### src/rtl/spad_pkg.sv
// ----------------------------------------------------------------------------
// spad_pkg
// Shared widths, register indexes and reset values of the sweep pulse angle
// decoder.
// ----------------------------------------------------------------------------
`default_nettype none

package spad_pkg;

  // history depth and fill counter
  localparam int HIST_DEPTH = 11;
  localparam int FILL_W     = 4;

  // field widths
  localparam int FIELD_W    = 32;
  localparam int ANGLE_FRAC = 16;

  // stream and config port widths
  localparam int IN_TDATA_W  = 32;
  localparam int OUT_TDATA_W = 72;
  localparam int CFG_IDX_W   = 8;

  // configuration register indexes
  typedef enum logic [CFG_IDX_W-1:0] {
    CFG_LONG_GAP_MIN  = 8'd0,
    CFG_SHORT_GAP_MAX = 8'd1,
    CFG_ANGLE_SCALE   = 8'd2
  } cfg_idx_t;

  // register reset values
  localparam logic [FIELD_W-1:0] LONG_GAP_RST  = 32'd168000;
  localparam logic [FIELD_W-1:0] SHORT_GAP_RST = 32'd1200;
  localparam logic [FIELD_W-1:0] SCALE_RST     = 32'd3865470;

endpackage

`default_nettype wire

### src/rtl/spad_scale.sv
// ----------------------------------------------------------------------------
// spad_scale
// Angle scaler: registered gap times scale product, then a shift by the
// fraction width with saturation to the angle field.
// ----------------------------------------------------------------------------
`default_nettype none

module spad_scale #(
  parameter int TIME_WIDTH = 32
) (
  input  wire logic                           clk,
  input  wire logic                           load,
  input  wire logic [TIME_WIDTH-1:0]          gap,
  input  wire logic [spad_pkg::FIELD_W-1:0]   scale,
  output logic      [spad_pkg::FIELD_W-1:0]   angle
);

  import spad_pkg::*;

  localparam int HI_W  = (TIME_WIDTH > FIELD_W) ? TIME_WIDTH - FIELD_W : 1;
  localparam int PL_W  = 2 * FIELD_W;
  localparam int PH_W  = HI_W + FIELD_W;
  localparam int SUM_W = PL_W - ANGLE_FRAC + 1;

  logic [FIELD_W-1:0] gap_lo;
  logic [HI_W-1:0]    gap_hi;
  logic [PL_W-1:0]    prod_lo_r;
  logic [PH_W-1:0]    prod_hi_r;
  logic [SUM_W-1:0]   sum;
  logic               hi_big;

  // split the gap into a low word and the bits above it
  assign gap_lo = FIELD_W'(gap);
  generate
    if (TIME_WIDTH > FIELD_W) begin : g_wide
      assign gap_hi = gap[TIME_WIDTH-1:FIELD_W];
    end else begin : g_narrow
      assign gap_hi = '0;
    end
  endgenerate

  // partial products, registered
  always_ff @(posedge clk) begin
    if (load) begin
      prod_lo_r <= PL_W'(gap_lo) * PL_W'(scale);
      prod_hi_r <= PH_W'(gap_hi) * PH_W'(scale);
    end
  end

  // recombine, drop the fraction bits and saturate
  assign hi_big = |prod_hi_r[PH_W-1:ANGLE_FRAC];
  assign sum    = SUM_W'({prod_hi_r[ANGLE_FRAC-1:0], {ANGLE_FRAC{1'b0}}})
                + SUM_W'(prod_lo_r[PL_W-1:ANGLE_FRAC]);
  assign angle  = (hi_big || (|sum[SUM_W-1:FIELD_W])) ? '1 : sum[FIELD_W-1:0];

endmodule

`default_nettype wire

### config.mk
export PLATFORM = sky130hd
export DESIGN_NAME = spad_scale
export DESIGN_NICKNAME = d
export VERILOG_FILES = /design/src/rtl/spad_pkg.sv /design/src/rtl/spad_scale.sv
export SDC_FILE = /design/constraint.sdc
export NUM_CORES = 2
export LEC_CHECK = 0
export BUFFER_PORTS_ARGS = -buffer_cell sky130_fd_sc_hd__buf_2
export CELL_PAD_IN_SITES_DETAIL_PLACEMENT = 1
export CELL_PAD_IN_SITES_GLOBAL_PLACEMENT = 1
export CORE_MARGIN = 10
export CORE_UTILIZATION = 47
export DETAILED_ROUTE_END_ITERATION = 16
export GPL_ROUTABILITY_DRIVEN = 0
export GPL_TIMING_DRIVEN = 0
export PLACE_DENSITY = 0.81
export SLEW_MARGIN = 20
export SYNTH_ARGS = -nofsm -noshare
export SYNTH_HDL_FRONTEND = slang
export SYNTH_SLANG_ARGS = --single-unit
### constraint.sdc
create_clock -name clk -period 7.4 [get_ports clk]
set_clock_uncertainty 0.1 [all_clocks]
set_input_delay 0.37 -clock clk [delete_from_list [all_inputs] [get_ports clk]]
set_output_delay 0.37 -clock clk [all_outputs]
set_load 0.005 [all_outputs]
==> results by group <==
Status
  – Outcome: finished, violations left
  – Failing checks: negative setup slack

Critical path
  – CP endpoint kind: flip-flop
  – Crit path kind: input pin to flip-flop
  – Max stage delay on crit path: 0.77 ns
  – CP Max Fanout: 5
  – Req. time, crit path: roughly 7.4 ns
  – CP arrival: between 7 and 8 ns
  – Largest delay share family, worst path: adder cells
  – CP Launch Type: input pin
  – Worst Path Buf+Inv: 9
  – Critical path's slowest cell: fa_2

Die
  – I/O Pins: a little under 100
  – Die area: ~86000 um2
  – Core ar.: between 70000 and 80000 um2
  – Die outline height: between 200 and 300 um
  – Cell row count: 99
  – Initial core utilization: 47.60%
  – Die width: just under 300 um

Min path
  – HP Class: input pin to flip-flop

Layout
  – Largest register by flop count: prod_lo_r
  – Max FFs per register: 48
  – Non-filler cells, final: 4978
  – Share of layout cells above drive strength 1: between 10% and 20%
  – Multi-input gate area: approximately 30000 um2
  – Sequential cell area: roughly 1400 um2
  – Final Core Density: between 50% and 60%
  – Final layout net count: ~5200
  – Area grow syn2layout: 17.65%
  – Fillcell total: a little over 8000
  – Top Registers: prod_lo_r: 48 flops

Timing
  – Setup violators final: 32
  – Fin. max-slew vios: 0
  – Final period util: 107.7%
  – Relative slew slack: 37.38%
  – Worst setup margin: -0.5713 ns
  – Final Hold Vio Count: 0
  – RSZ-0062 raised after global routing: true
  – Worst slew pin tran: approximately 0.94 ns
  – Crit path time final: 7.971 ns
  – Max Freq: ~130 MHz

Logic synthesis
  – Mapped Cells: around 3800
  – Number of flops mapped to enable cells by yosys: 48
  – Post-Synth Simple-Gate Area: between 15 and 20%
  – Main combinational cell family by area after synthesis: adder cells
  – Synth Net Count: ~5000
  – Multiplexer area fraction after synthesis: less than 1%
  – Post-Synth XOR/XNOR Area: about 1.3%
  – Post-Syn Area per Cell: between 9 and 10 um2
  – Post-synth ARST share: 0%
  – Most used DFF post-synth: edfxtp_1
  – Seq/Total Area, Yosys: 4.129%
  – Yosys reg bits: 48
  – Compound-gate portion of the synthesized area: about 4%
  – Distinct cells, synth: 70
  – Mapped Area: between 30000 and 40000 um2
  – Post-synthesis adder-cell area fraction: roughly three fifths
  – Synth warnings: 0

GRT
  – Vias in the first global route: about 34000
  – GRT Resource Usage Total: between 30% and 40%
  – Global-route wire length before repair: between 200 and 250 mm
  – Global route overflow: 0
  – Largest net degree at the start of global routing: about 50
  – Initial antenna violation count: 40

Clock tree
  – Clock sink total: 48
  – Max clock buf depth: 2
  – H-tree levels: 2
  – CTS tree: built
  – Clk slew on worst S/H paths: about 0.070 ns
  – CTS Buf Count: 5
  – Root Buffer: clkbuf_16

Detailed routing
  – First DRT Iteration DRCs: approximately 3700
  – DR vias: approximately 31000
  – Drt wl/cell: approximately 35 um
  – DRC: 0
  – Final WL: 172.8 mm
  – Via density: 6.289
  – Pre-antenna DRT Iters: 6
  – Post-route ant nets: 0

Job
  – Max Cap Violations: 0

Placed design
  – Hpwl dp: around 120 mm
  – Placed Cells: 4812
  – Input/output buffers: a little under 100
## area by class of cell
type                    instances  share of cell area [%]
diodes                         34                  0.2072
plain buffers                 208                   6.605
clock buffers                   5                  0.3046
clock inverters                 3                  0.1676
inverters                     868                   7.939
multi-input cells            2621                   73.61
flip-flops and latches         48                   3.510
well taps                     959                   2.922
repair buffers                232                   4.740
## synth_stat cells, types with 3 or more instances
| cell | number | area [um2] |
|---|---|---|
| nor4_1 | 5 | 31.28 |
| and4_1 | 3 | 26.28 |
| nand2_1 | 481 | 1805 |
| nor3_1 | 10 | 50.05 |
| o21bai_1 | 11 | 82.58 |
| and3_1 | 5 | 31.28 |
| o21ai_1 | 11 | 55.05 |
| ha_1 | 260 | 3253 |
| buf_2 | 11 | 55.05 |
| or3_1 | 4 | 25.02 |
| o21ai_0 | 20 | 100.1 |
| inv_1 | 868 | 3258 |
| nand4_1 | 22 | 137.6 |
| edfxtp_1 | 48 | 1441 |
| fa_1 | 895 | 17920 |
| clkbuf_1 | 203 | 762.0 |
| o21a_1 | 8 | 60.06 |
| nand2b_1 | 5 | 31.28 |
| nand3_1 | 8 | 40.04 |
| o221a_2 | 4 | 45.04 |
| a21o_1 | 28 | 210.2 |
| or2_2 | 32 | 200.2 |
| nor2_1 | 31 | 116.4 |
| a21oi_1 | 63 | 315.3 |
| a211oi_1 | 3 | 22.52 |
| xor2_1 | 21 | 183.9 |
| a21oi_2 | 5 | 43.79 |
| nor2b_1 | 6 | 37.54 |
| and2_1 | 598 | 3741 |
| o211ai_1 | 7 | 52.55 |
| o31ai_1 | 4 | 30.03 |
| xnor2_1 | 30 | 262.8 |
## per-stage QoR
| stage | setup TNS (ns) | worst slack, ns | hold slack [ns] | area, um2 |
|---|---|---|---|---|
| 3_3_place_gp | -41.95 | -1.440 | 0.7573 | 36590 |
| 6_report | -10.21 | -0.5713 | 0.5114 | 41070 |
| 2_1_floorplan | 0 | 0.2463 | 0.3825 | 34910 |
| 4_1_cts | -0.02634 | -0.01793 | 0.7707 | 39360 |
| 5_1_grt | -11.75 | -0.5664 | 0.5299 | 41020 |
| 3_5_place_dp | -43.12 | -1.502 | 0.7615 | 36610 |
## path summary, 6_finish.rpt
path | from | end | slack [ns] | cells after the start
setup / recovery | gap[15] | prod_lo_r[62] | -0.57 | 28
hold / removal | load | prod_lo_r[61] | 0.51 | 1
## routing by layer
metal,GRT usage [%],wire (um)
met1,39.28,52740
met2,56.40,75160
met3,13.24,24690
met4,29.89,19670
met5,0.1134,503
## kinds of logic after synthesis
family                     Yosys count
and+or+nand+nor                   1219
adders and majority gates         1155
buffers and inverters             1086
AOI/OAI and AO/OA                  195
xor gates and xnor gates            51
DFF                                 48
muxes                                1
## placed cells by master (no fill, tap or decap), types with 28 or more instances in the layout
cell       instances
clkbuf_4          32
a21o_1            28
a21oi_1           49
edfxtp_1          48
nor2_1            28
buf_8             28
and2_1           578
nand2_1          473
buf_12            33
or2_2             32
buf_2             60
buf_6             34
clkbuf_8          31
buf_4            143
ha_1             238
fa_1             838
clkbuf_16         43
inv_1            852
fa_2              57
diode_2           34
## repair_timing
action,CTS,global route
buffers inserted,52,86
resized for setup,595,334
pin swaps,103,102
hold buffers,0,0
endpoints found under the setup margin,40,35
cloned,1,1
Power is not shown: default switching activity piles up to over one toggle a cycle in this logic, so the estimate is an artifact.
