**src/rtl/spad_cell.sv**
```systemverilog
// ----------------------------------------------------------------------------
// spad_cell
// One entry of the edge history row: holds a timestamp, takes its newer
// neighbor's value on a shift and reports the gap to that neighbor.
// ----------------------------------------------------------------------------
`default_nettype none

module spad_cell #(
  parameter int TIME_WIDTH = 32
) (
  input  wire logic                  clk,
  input  wire logic                  shift_en,
  input  wire logic [TIME_WIDTH-1:0] shift_in,
  output logic      [TIME_WIDTH-1:0] value,
  output logic      [TIME_WIDTH-1:0] gap
);

  logic [TIME_WIDTH-1:0] value_r;

  // stored timestamp, moves one place older on every shift
  always_ff @(posedge clk) begin
    if (shift_en) begin
      value_r <= shift_in;
    end
  end

  // gap to the newer neighbor, modulo the timer width
  assign gap   = shift_in - value_r;
  assign value = value_r;

endmodule

`default_nettype wire

```
**config.mk**
```make
export PLATFORM = sky130hd
export DESIGN_NAME = spad_cell
export DESIGN_NICKNAME = d
export VERILOG_FILES = /design/src/rtl/spad_cell.sv
export SDC_FILE = /design/constraint.sdc
export NUM_CORES = 1
export LEC_CHECK = 0
export BUFFER_PORTS_ARGS = -buffer_cell sky130_fd_sc_hd__buf_2
export CORE_MARGIN = 2
export CORE_UTILIZATION = 33
export CTS_CLUSTER_SIZE = 20
export DETAILED_ROUTE_END_ITERATION = 8
export SLEW_MARGIN = 20
export SYNTH_ARGS = -nofsm -noshare
export SYNTH_HDL_FRONTEND = slang
export SYNTH_SLANG_ARGS = --single-unit
export TNS_END_PERCENT = 1
```
**constraint.sdc**
```tcl
create_clock -name clk -period 7.6 [get_ports clk]
set_clock_uncertainty 0.15 [all_clocks]
set_input_delay 1.52 -clock clk [delete_from_list [all_inputs] [get_ports clk]]
set_output_delay 1.52 -clock clk [all_outputs]
set_load 0.1 [all_outputs]
```
==> impl_metrics.toml, run 1 <==
[logic_synthesis]
yosys_warnings = 0
yosysSeqAreaShare_pct = 34.9
ys_ff_latch = 32
syn_inst = 303
synth_nets = 369
syn-cell-area_mm2 = 0.00276
synth_edf_count = 32
synth_flop_cell = "edfxtp_1"
ys_types = 44
synthArstFlopShare_pct = 0
avgSynthCellArea_um2 = 9.10

[layout]
layout_commonest_cell = "buf_2"
postLayoutCoreUtil_pct = 42.0
largest_reg_flops = 32
fill_cells = 850
areaGrowthSynthToFinish_pct = 24.5
mostFrequentLayoutCells = "buf_2, inv_1, edfxtp_1"
drive_above_1_share_pct = 27.1
nets = 467
diodes = 0

[global_routing]
grt_max_degree = 33
grt_pass1_wl_mm = 11.2
grt_overflow = 0
grt_pass1_vias = 2453
antenna_found_initial = 0
grtUsageTotal_pct = 15.4

[floorplan]
die_x_um = 95.4
pin_count = 98
num_rows = 33
core_mm2 = 0.00818
die_h_um = 95.4
die_area_mm2 = 0.00910
initial_core_util_pct = 33.7

[power]
leakagePower_nw = 1.64
ir_worst_vdd_mv = 0.216
power.density_mw_per_mm2 = 313

[clock_network]
hold_buffers = 0
cts_tree = "yes"
cts_buffer_depth = 2
root_buffer = "clkbuf_8"
cts_resized = 0
cts-htree-levels = 2
cts_setup_buffers = 0
cts_buffers = 5
clkSinkCount = 32
clkTransAtPathRegs_ps = 70

[timing]
finalSetupTns_ps = 0
finalMaxSlewViolations = 0
tightest_slew_ps = 789
hold_ws_ps = 1280
worst_slack_ps = 1600
finalCritPeriodShare_pct = 79.0
max_clock_freq_mhz = 167
rsz0062_at_grt = "no"
hold_viol = 0
period_needed_ps = 6000
setup_viol = 0
relSlewSlack_pct = 47.4

[routing]
post-route-drc-count = 0
drt_pass1_iterations = 4
wl_mm = 7.13
drt_iter0_markers = 75
highest_layer = "met4"
route.met3.wl_um = 475
viasPerCell = 4.99
wl_met1_mm = 3.21
post_drt_wl_per_cell_um = 14.1
drtAntennaViolNets = 0
wl_met2_mm = 3.37
vias = 2532

[run]
maxCapViolCount = 0

[placed_design]
pre_cts_ws_ps = 1600
place_hpwl_mm = 5.79
numPortBuffers = 97
gp_congestion = 0.824

[critical_path]
path_cells = "buf_2 > inv_1 > ha_1 > fa_1 > and2b_1 > o2111ai_2 > a2111oi_4 > nor4_4 > o31ai_2 > a41oi_1 > xnor2_1 > buf_2"
cpMostUsedCell = "buf_2"
path_max_fanout = 5
crit_path_end_kind = "primary output"
path_class = "primary input to primary output"
arrival_ps = 4330
slowest_delay_ps = 450
start_kind = "primary input"
cp_slowest_cell = "buf_2"
crit_required_ps = 5930

[outcome]
status = "complete, no violations"

[hold_path]
min_path_type = "primary input to flop"
Yosys cell counts (3+ instances only):
cell type / number / area share (%)
and3_1: 4 / 0.91
a21o_1: 8 / 2.2
clkbuf_1: 5 / 0.68
ha_1: 31 / 14
o21bai_1: 4 / 1.1
inv_1: 41 / 5.6
nand2b_1: 4 / 0.91
nor2_1: 11 / 1.5
o21ai_0: 15 / 2.7
nand3_1: 7 / 1.3
nor3_1: 6 / 1.1
xnor2_1: 19 / 6.0
o21a_1: 5 / 1.4
nand4_1: 7 / 1.6
a21oi_1: 30 / 5.4
xor2_1: 9 / 2.9
edfxtp_1: 32 / 35
a31oi_1: 4 / 0.91
nand2_1: 26 / 3.5
o21ai_1: 7 / 1.3
nor2b_1: 3 / 0.68
through the flow:
| stage | total power, mW | cell area [um^2] | instances |
|---|---|---|---|
| after CTS | 1.08 | 3430 | 507 |
| after global placement | 0.945 | 3350 | 499 |
| after floorplan | 0.837 | 2760 | 303 |
| after detailed placement | 0.948 | 3350 | 499 |
| final | 1.07 | 3430 | 507 |
| after global routing | 1.12 | 3430 | 507 |
routing by layer:
layer | vias up | GRT usage (%)
met5 | - | 0
met4 | 0 | 3.45
met3 | 8 | 3.32
met2 | 79 | 26.3
met1 | 1160 | 20.1
li1 | 1285 | -
worst max-delay path: cells and delay by family:
kind | cells | cell delay [ps]
AOI/OAI and AO/OA | 4 | 1060
xor gates and xnor gates | 1 | 190
buffers and inverters | 3 | 580
and+or+nand+nor | 2 | 370
adders and majority gates | 2 | 600
worst paths after layout:
| path | slack, ps | cells past startpoint | from | to |
|---|---|---|---|---|
| setup / recovery | 1600 | 12 | shift_in[0] | gap[30] |
| hold / removal | 1280 | 1 | shift_in[28] | value[28] |
where the power goes:
| group | switching (mW) | internal (mW) | total (mW) |
|---|---|---|---|
| sequential | 0.00677 | 0.210 | 0.217 |
| clock | 0.0673 | 0.0622 | 0.130 |
| combinational | 0.600 | 0.127 | 0.726 |
| total | 0.674 | 0.399 | 1.07 |
layout make-up:
class / instances / area, um^2 / area share, %
Inverter: 41 / 154 / 4.48
Multi-Input combinational cell: 224 / 1620 / 47.1
Sequential cell: 32 / 961 / 28.0
Clock buffer: 5 / 68.8 / 2.01
Clock inverter: 3 / 13.8 / 0.401
Tap cell: 105 / 131 / 3.83
Timing Repair Buffer: 97 / 485 / 14.1
kinds of logic after synthesis:
| kind of cell | after synthesis | synth area share (%) |
|---|---|---|
| xor+xnor | 28 | 8.90 |
| simple gates | 71 | 12.8 |
| fa+ha+maj | 32 | 14.8 |
| flops | 32 | 34.9 |
| compound gates | 92 | 21.9 |
| mux | 1 | 0.363 |
| buf+inv | 47 | 6.45 |
No activity file was read; power rests on OpenSTA's default activity.
==> run 2: changes to the inputs <==
--- a/config.mk
+++ b/config.mk
@@ -5,6 +5,7 @@
 export SDC_FILE = /design/constraint.sdc
 export NUM_CORES = 1
 export LEC_CHECK = 0
+export ABC_AREA = 1
 export BUFFER_PORTS_ARGS = -buffer_cell sky130_fd_sc_hd__buf_2
 export CORE_MARGIN = 2
 export CORE_UTILIZATION = 33
==> constraint.sdc (replaced) <==
create_clock -name clk -period 5.35 [get_ports clk]
set_clock_uncertainty 0.15 [all_clocks]
set_input_delay 1.07 -clock clk [delete_from_list [all_inputs] [get_ports clk]]
set_output_delay 1.07 -clock clk [all_outputs]
set_load 0.1 [all_outputs]
==> run 2 against run 1 <==
Net effect: first-iteration DRC count increased by 130%; area after synthesis increased by 26%; via count increased by 40%; utilization decreased by 0.97 points; sequential power increased by 42%; global-route usage increased by 1.5 points; critical endpoint is now gap[20].
==> impl_metrics.toml, run 2 <==
[critical_path]
start_kind = "primary input"
crit_path_end_kind = "primary output"
path_max_fanout = 3
cp_slowest_cell = "fa_1"
slowest_delay_ps = 430
crit_required_ps = 4130
path_class = "primary input to primary output"
arrival_ps = 3140
path_cells = "buf_2 > inv_1 > ha_1 > fa_1 > inv_1 > nand3_1 > nand3_1 > nand3_1 > nand3_1 > nand2_1 > nand2_1 > nand2_1 > nand2_1 > buf_2"

[logic_synthesis]
ys_types = 21
synth_top_family_by_area = "simple AND/OR/NAND/NOR gates"
synthArstFlopShare_pct = 0
yosysSeqAreaShare_pct = 27.6
synth_compound_area_share_pct = 3.99
avgSynthCellArea_um2 = 6.14
synth_fa_ha_area_share_pct = 11.7
synth-simple-area-share_pct = 36.8
synth_nets = 633
synth_mux_area_share_pct = 0
synth_flop_cell = "edfxtp_1"
yosys.area.top_type = "edfxtp_1"
syn-cell-area_mm2 = 0.00348
synthTopCellsByArea = "edfxtp_1, nand2_1, inv_1"
syn_inst = 567
synth_xor_area_share_pct = 3.78
ys_ff_latch = 32
synthMostInstantiatedCell = "nand2_1"
synth_top_area_share_pct = 27.6
yosys_warnings = 0
synth_edf_count = 32
synthTopCellsByCount = "nand2_1, inv_1, nor2_1"

[layout]
layout_commonest_cell = "nand2_1"
register_area_um2 = 961
areaGrowthSynthToFinish_pct = 21.1
mostFrequentLayoutCells = "nand2_1, inv_1, buf_2"
multiInputGateArea_mm2 = 0.00196
nets = 737
fill_cells = 1177
drive_above_1_share_pct = 17.7
stdcell_count = 808
largest_reg_flops = 32
diodes = 0

[floorplan]
num_rows = 37
core_mm2 = 0.0103
die_h_um = 107
die_x_um = 107
die_area_mm2 = 0.0114
pin_count = 98
initial_core_util_pct = 33.9

[power]
switching_share_pct = 62.8
leakagePower_nw = 2.67
switchingPower_mw = 0.953
power.density_mw_per_mm2 = 360
ir_worst_vdd_mv = 0.189
p_clk_share_pct = 12.3
seqPwrFrac_pct = 20.3
p_int_mw = 0.565
p_comb_share_pct = 67.4

[clock_network]
cts_setup_buffers = 0
cts_tree = "yes"
cts_resized = 0
hold_buffers = 0
cts-htree-levels = 2
clkSinkCount = 32
cts_buffer_depth = 2
cts_buffers = 5
clkTransAtPathRegs_ps = 70
root_buffer = "clkbuf_8"

[outcome]
status = "complete, no violations"

[timing]
relSlewSlack_pct = 49.3
finalMaxSlewViolations = 0
max_clock_freq_mhz = 230
setup_viol = 0
finalCritPeriodShare_pct = 81.4
period_needed_ps = 4360
tightest_slew_ps = 761
finalSetupTns_ps = 0
hold_viol = 0
worst_slack_ps = 993
hold_ws_ps = 818
rsz0062_at_grt = "no"

[routing]
drt_pass1_iterations = 5
drt_iter0_markers = 173
post-route-drc-count = 0
viasPerCell = 4.38
vias = 3540
drtAntennaViolNets = 0
post_drt_wl_per_cell_um = 11.7
wl_mm = 9.42

[hold_path]
min_path_type = "primary input to flop"
min_from = "shift_in[9]"
whs_endpoint = "value[9]"
whs_path_depth = 1

[global_routing]
grt_overflow = 0
grt_max_degree = 33
antenna_found_initial = 0
grt_pass1_vias = 3346
grtUsageTotal_pct = 17.0
grt_pass1_wl_mm = 15.4

[placed_design]
gp_congestion = 0.856
numPortBuffers = 97
place_inst = 800
pre_cts_ws_ps = 969
place_hpwl_mm = 7.98

[run]
maxCapViolCount = 0
run 2: worst max-delay path: cells and delay by family:
| kind | cells | cell delay, ps |
|---|---|---|
| fa+ha+maj | 2 | 630 |
| simple gates | 8 | 770 |
| buf+inv | 4 | 680 |
run 2: worst max path at each step:
stage / end / slack [ps] / depth (start not counted) / from
after floorplan: gap[12] / 560 / 9 / shift_in[0]
after global placement: gap[20] / 990 / 14 / shift_in[0]
after detailed placement: gap[20] / 970 / 14 / shift_in[0]
after CTS: gap[20] / 970 / 14 / shift_in[0]
after global routing: gap[20] / 770 / 14 / shift_in[0]
final: gap[20] / 990 / 14 / shift_in[0]
run 2: layer usage:
layer  track usage (%)  wire (um)
met5                 0          0
met4              5.19        176
met3              2.19        399
met2              26.5       4050
met1              24.4       4800
run 2: power groups by stage:
| stage | sequential (mW) | combinational (mW) | clock [mW] |
|---|---|---|---|
| floorplan | 0.455 | 0.710 | 0 |
| global placement | 0.313 | 1.02 | 0 |
| detailed placement | 0.314 | 1.02 | 0 |
| CTS | 0.308 | 1.03 | 0.202 |
| global route | 0.311 | 1.09 | 0.206 |
| finish | 0.308 | 1.02 | 0.187 |
run 2: cell type report:
cell class                 count  share of cell area, %
clock buffer                   7                   1.81
timing repair buffer          97                   11.5
inverter                     149                   13.3
clock inverter                 1                 0.0890
multi-input combinational    386                   46.5
tap                          136                   4.04
sequential                    32                   22.8
run 2: cells by family after synthesis:
logic type	Yosys count
flops	32
buf+inv	149
simple gates	314
compound gates	25
xor+xnor	15
fa+ha+maj	32
run 2: metrics by stage:
step                      total power [mW]  util (%)  cell area, um^2
after global placement                1.34      40.2             4140
final                                 1.52      41.0             4220
after floorplan                       1.16         -             3480
after global routing                  1.60      41.0             4220
after CTS                             1.54      41.0             4220
after detailed placement              1.34      40.2             4140
==> run 3: changes to the inputs <==
==> constraint.sdc (replaced) <==
create_clock -name clk -period 4.1 [get_ports clk]
set_clock_uncertainty 0.15 [all_clocks]
set_input_delay 0.82 -clock clk [delete_from_list [all_inputs] [get_ports clk]]
set_output_delay 0.82 -clock clk [all_outputs]
set_load 0.1 [all_outputs]
==> run 3 against run 2 <==
Net effect: clock-buffer cell count is the same; setup slack lost 670 ps; clock power grew 32%; total power grew 32%; via count grew 1.2%; utilization grew 0.51 points; routed wire length shrank 2.7%; global-route usage is essentially flat.
==> impl_metrics.toml, run 3 (same netlist as run 2, synthesis figures left out) <==
[critical_path]
path_class = "primary input to primary output"
crit_required_ps = 3130
start_kind = "primary input"
crit_path_end_kind = "primary output"
path_max_fanout = 3
arrival_ps = 2800

[layout]
multiInputGateArea_mm2 = 0.00197
stdcell_count = 808
layout_commonest_cell = "nand2_1"
diodes = 0
nets = 737
register_area_um2 = 961
fill_cells = 1154
areaGrowthSynthToFinish_pct = 22.7
mostFrequentLayoutCells = "nand2_1, inv_1, buf_2"
drive_above_1_share_pct = 17.9
largest_reg_flops = 32

[timing]
relSlewSlack_pct = 49.4
rsz0062_at_grt = "no"
finalCritPeriodShare_pct = 92.0
tightest_slew_ps = 760
finalSetupTns_ps = 0
setup_viol = 0
hold_viol = 0
finalMaxSlewViolations = 0
period_needed_ps = 3770
hold_ws_ps = 564
max_clock_freq_mhz = 265

[global_routing]
grtUsageTotal_pct = 16.9
grt_pass1_vias = 3412
antenna_found_initial = 0
grt_max_degree = 33
grt_pass1_wl_mm = 15.5
grt_overflow = 0

[clock_network]
cts_resized = 0
root_buffer = "clkbuf_8"
cts_setup_buffers = 0
cts_tree = "yes"
clkSinkCount = 32
cts-htree-levels = 2
clkTransAtPathRegs_ps = 70
cts_buffers = 5
cts_buffer_depth = 2
hold_buffers = 0

[routing]
post-route-drc-count = 0
vias = 3584
post_drt_wl_per_cell_um = 11.3
drtAntennaViolNets = 0
drt_pass1_iterations = 4
drt_iter0_markers = 145
viasPerCell = 4.44
wl_mm = 9.17

[placed_design]
place_inst = 800
place_hpwl_mm = 7.82
numPortBuffers = 97
gp_congestion = 0.899

[floorplan]
core_mm2 = 0.0103
die_h_um = 107
die_area_mm2 = 0.0114
die_x_um = 107
initial_core_util_pct = 33.9
pin_count = 98
num_rows = 37

[power]
power.density_mw_per_mm2 = 471
leakagePower_nw = 2.68
power_mw = 2.01
ir_worst_vdd_mv = 0.346

[outcome]
status = "complete, no violations"

[run]
maxCapViolCount = 0

[hold_path]
min_path_type = "primary input to flop"
whs_path_depth = 1
run 3: cell counts in the layout (fill, tap and decap cells not counted):
No cell type changed its count.
run 3: path summary, 6_finish.rpt:
kind	startpoint	endpoint	slack, ps
min	shift_in[7]	value[7]	560
max	shift_in[0]	gap[12]	330
run 3: layout make-up:
type / count / area share (%)
multi-input combinational: 386 / 46.1
sequential: 32 / 22.5
inverter: 149 / 13.1
timing repair buffer: 97 / 12.4
tap: 136 / 3.99
clock buffer: 7 / 1.79
clock inverter: 1 / 0.0880
run 3: routing by layer:
| layer | vias up | wire, um | global-route usage [%] |
|---|---|---|---|
| met5 | - | 0 | 0 |
| met4 | 0 | 177 | 5.29 |
| met3 | 11 | 535 | 2.74 |
| met2 | 91 | 3900 | 27.3 |
| met1 | 1578 | 4560 | 23.3 |
| li1 | 1904 | - | - |
run 3: metrics by stage:
step           setup slack (ps)  util, %  instance area [um^2]
4_1_cts                     319     41.5                  4270
6_report                    328     41.5                  4270
3_3_place_gp                356     40.7                  4190
2_1_floorplan              -297        -                  3490
3_5_place_dp                331     40.7                  4190
5_1_grt                     157     41.5                  4270
run 3: worst max-delay path: stages:
cell,delay (ps)
buf_2,90
inv_1,40
ha_1,190
fa_1,420
inv_1,130
nand3_1,80
nand3_1,130
nand3_1,90
nand3_1,180
xor2_2,180
buf_2,450
run 3: power breakdown:
group	internal (mW)	switching, mW	leakage (nW)
clock network	0.118	0.129	0.0399
registers	0.389	0.0122	0.313
logic	0.251	1.11	2.33
total	0.758	1.25	2.68
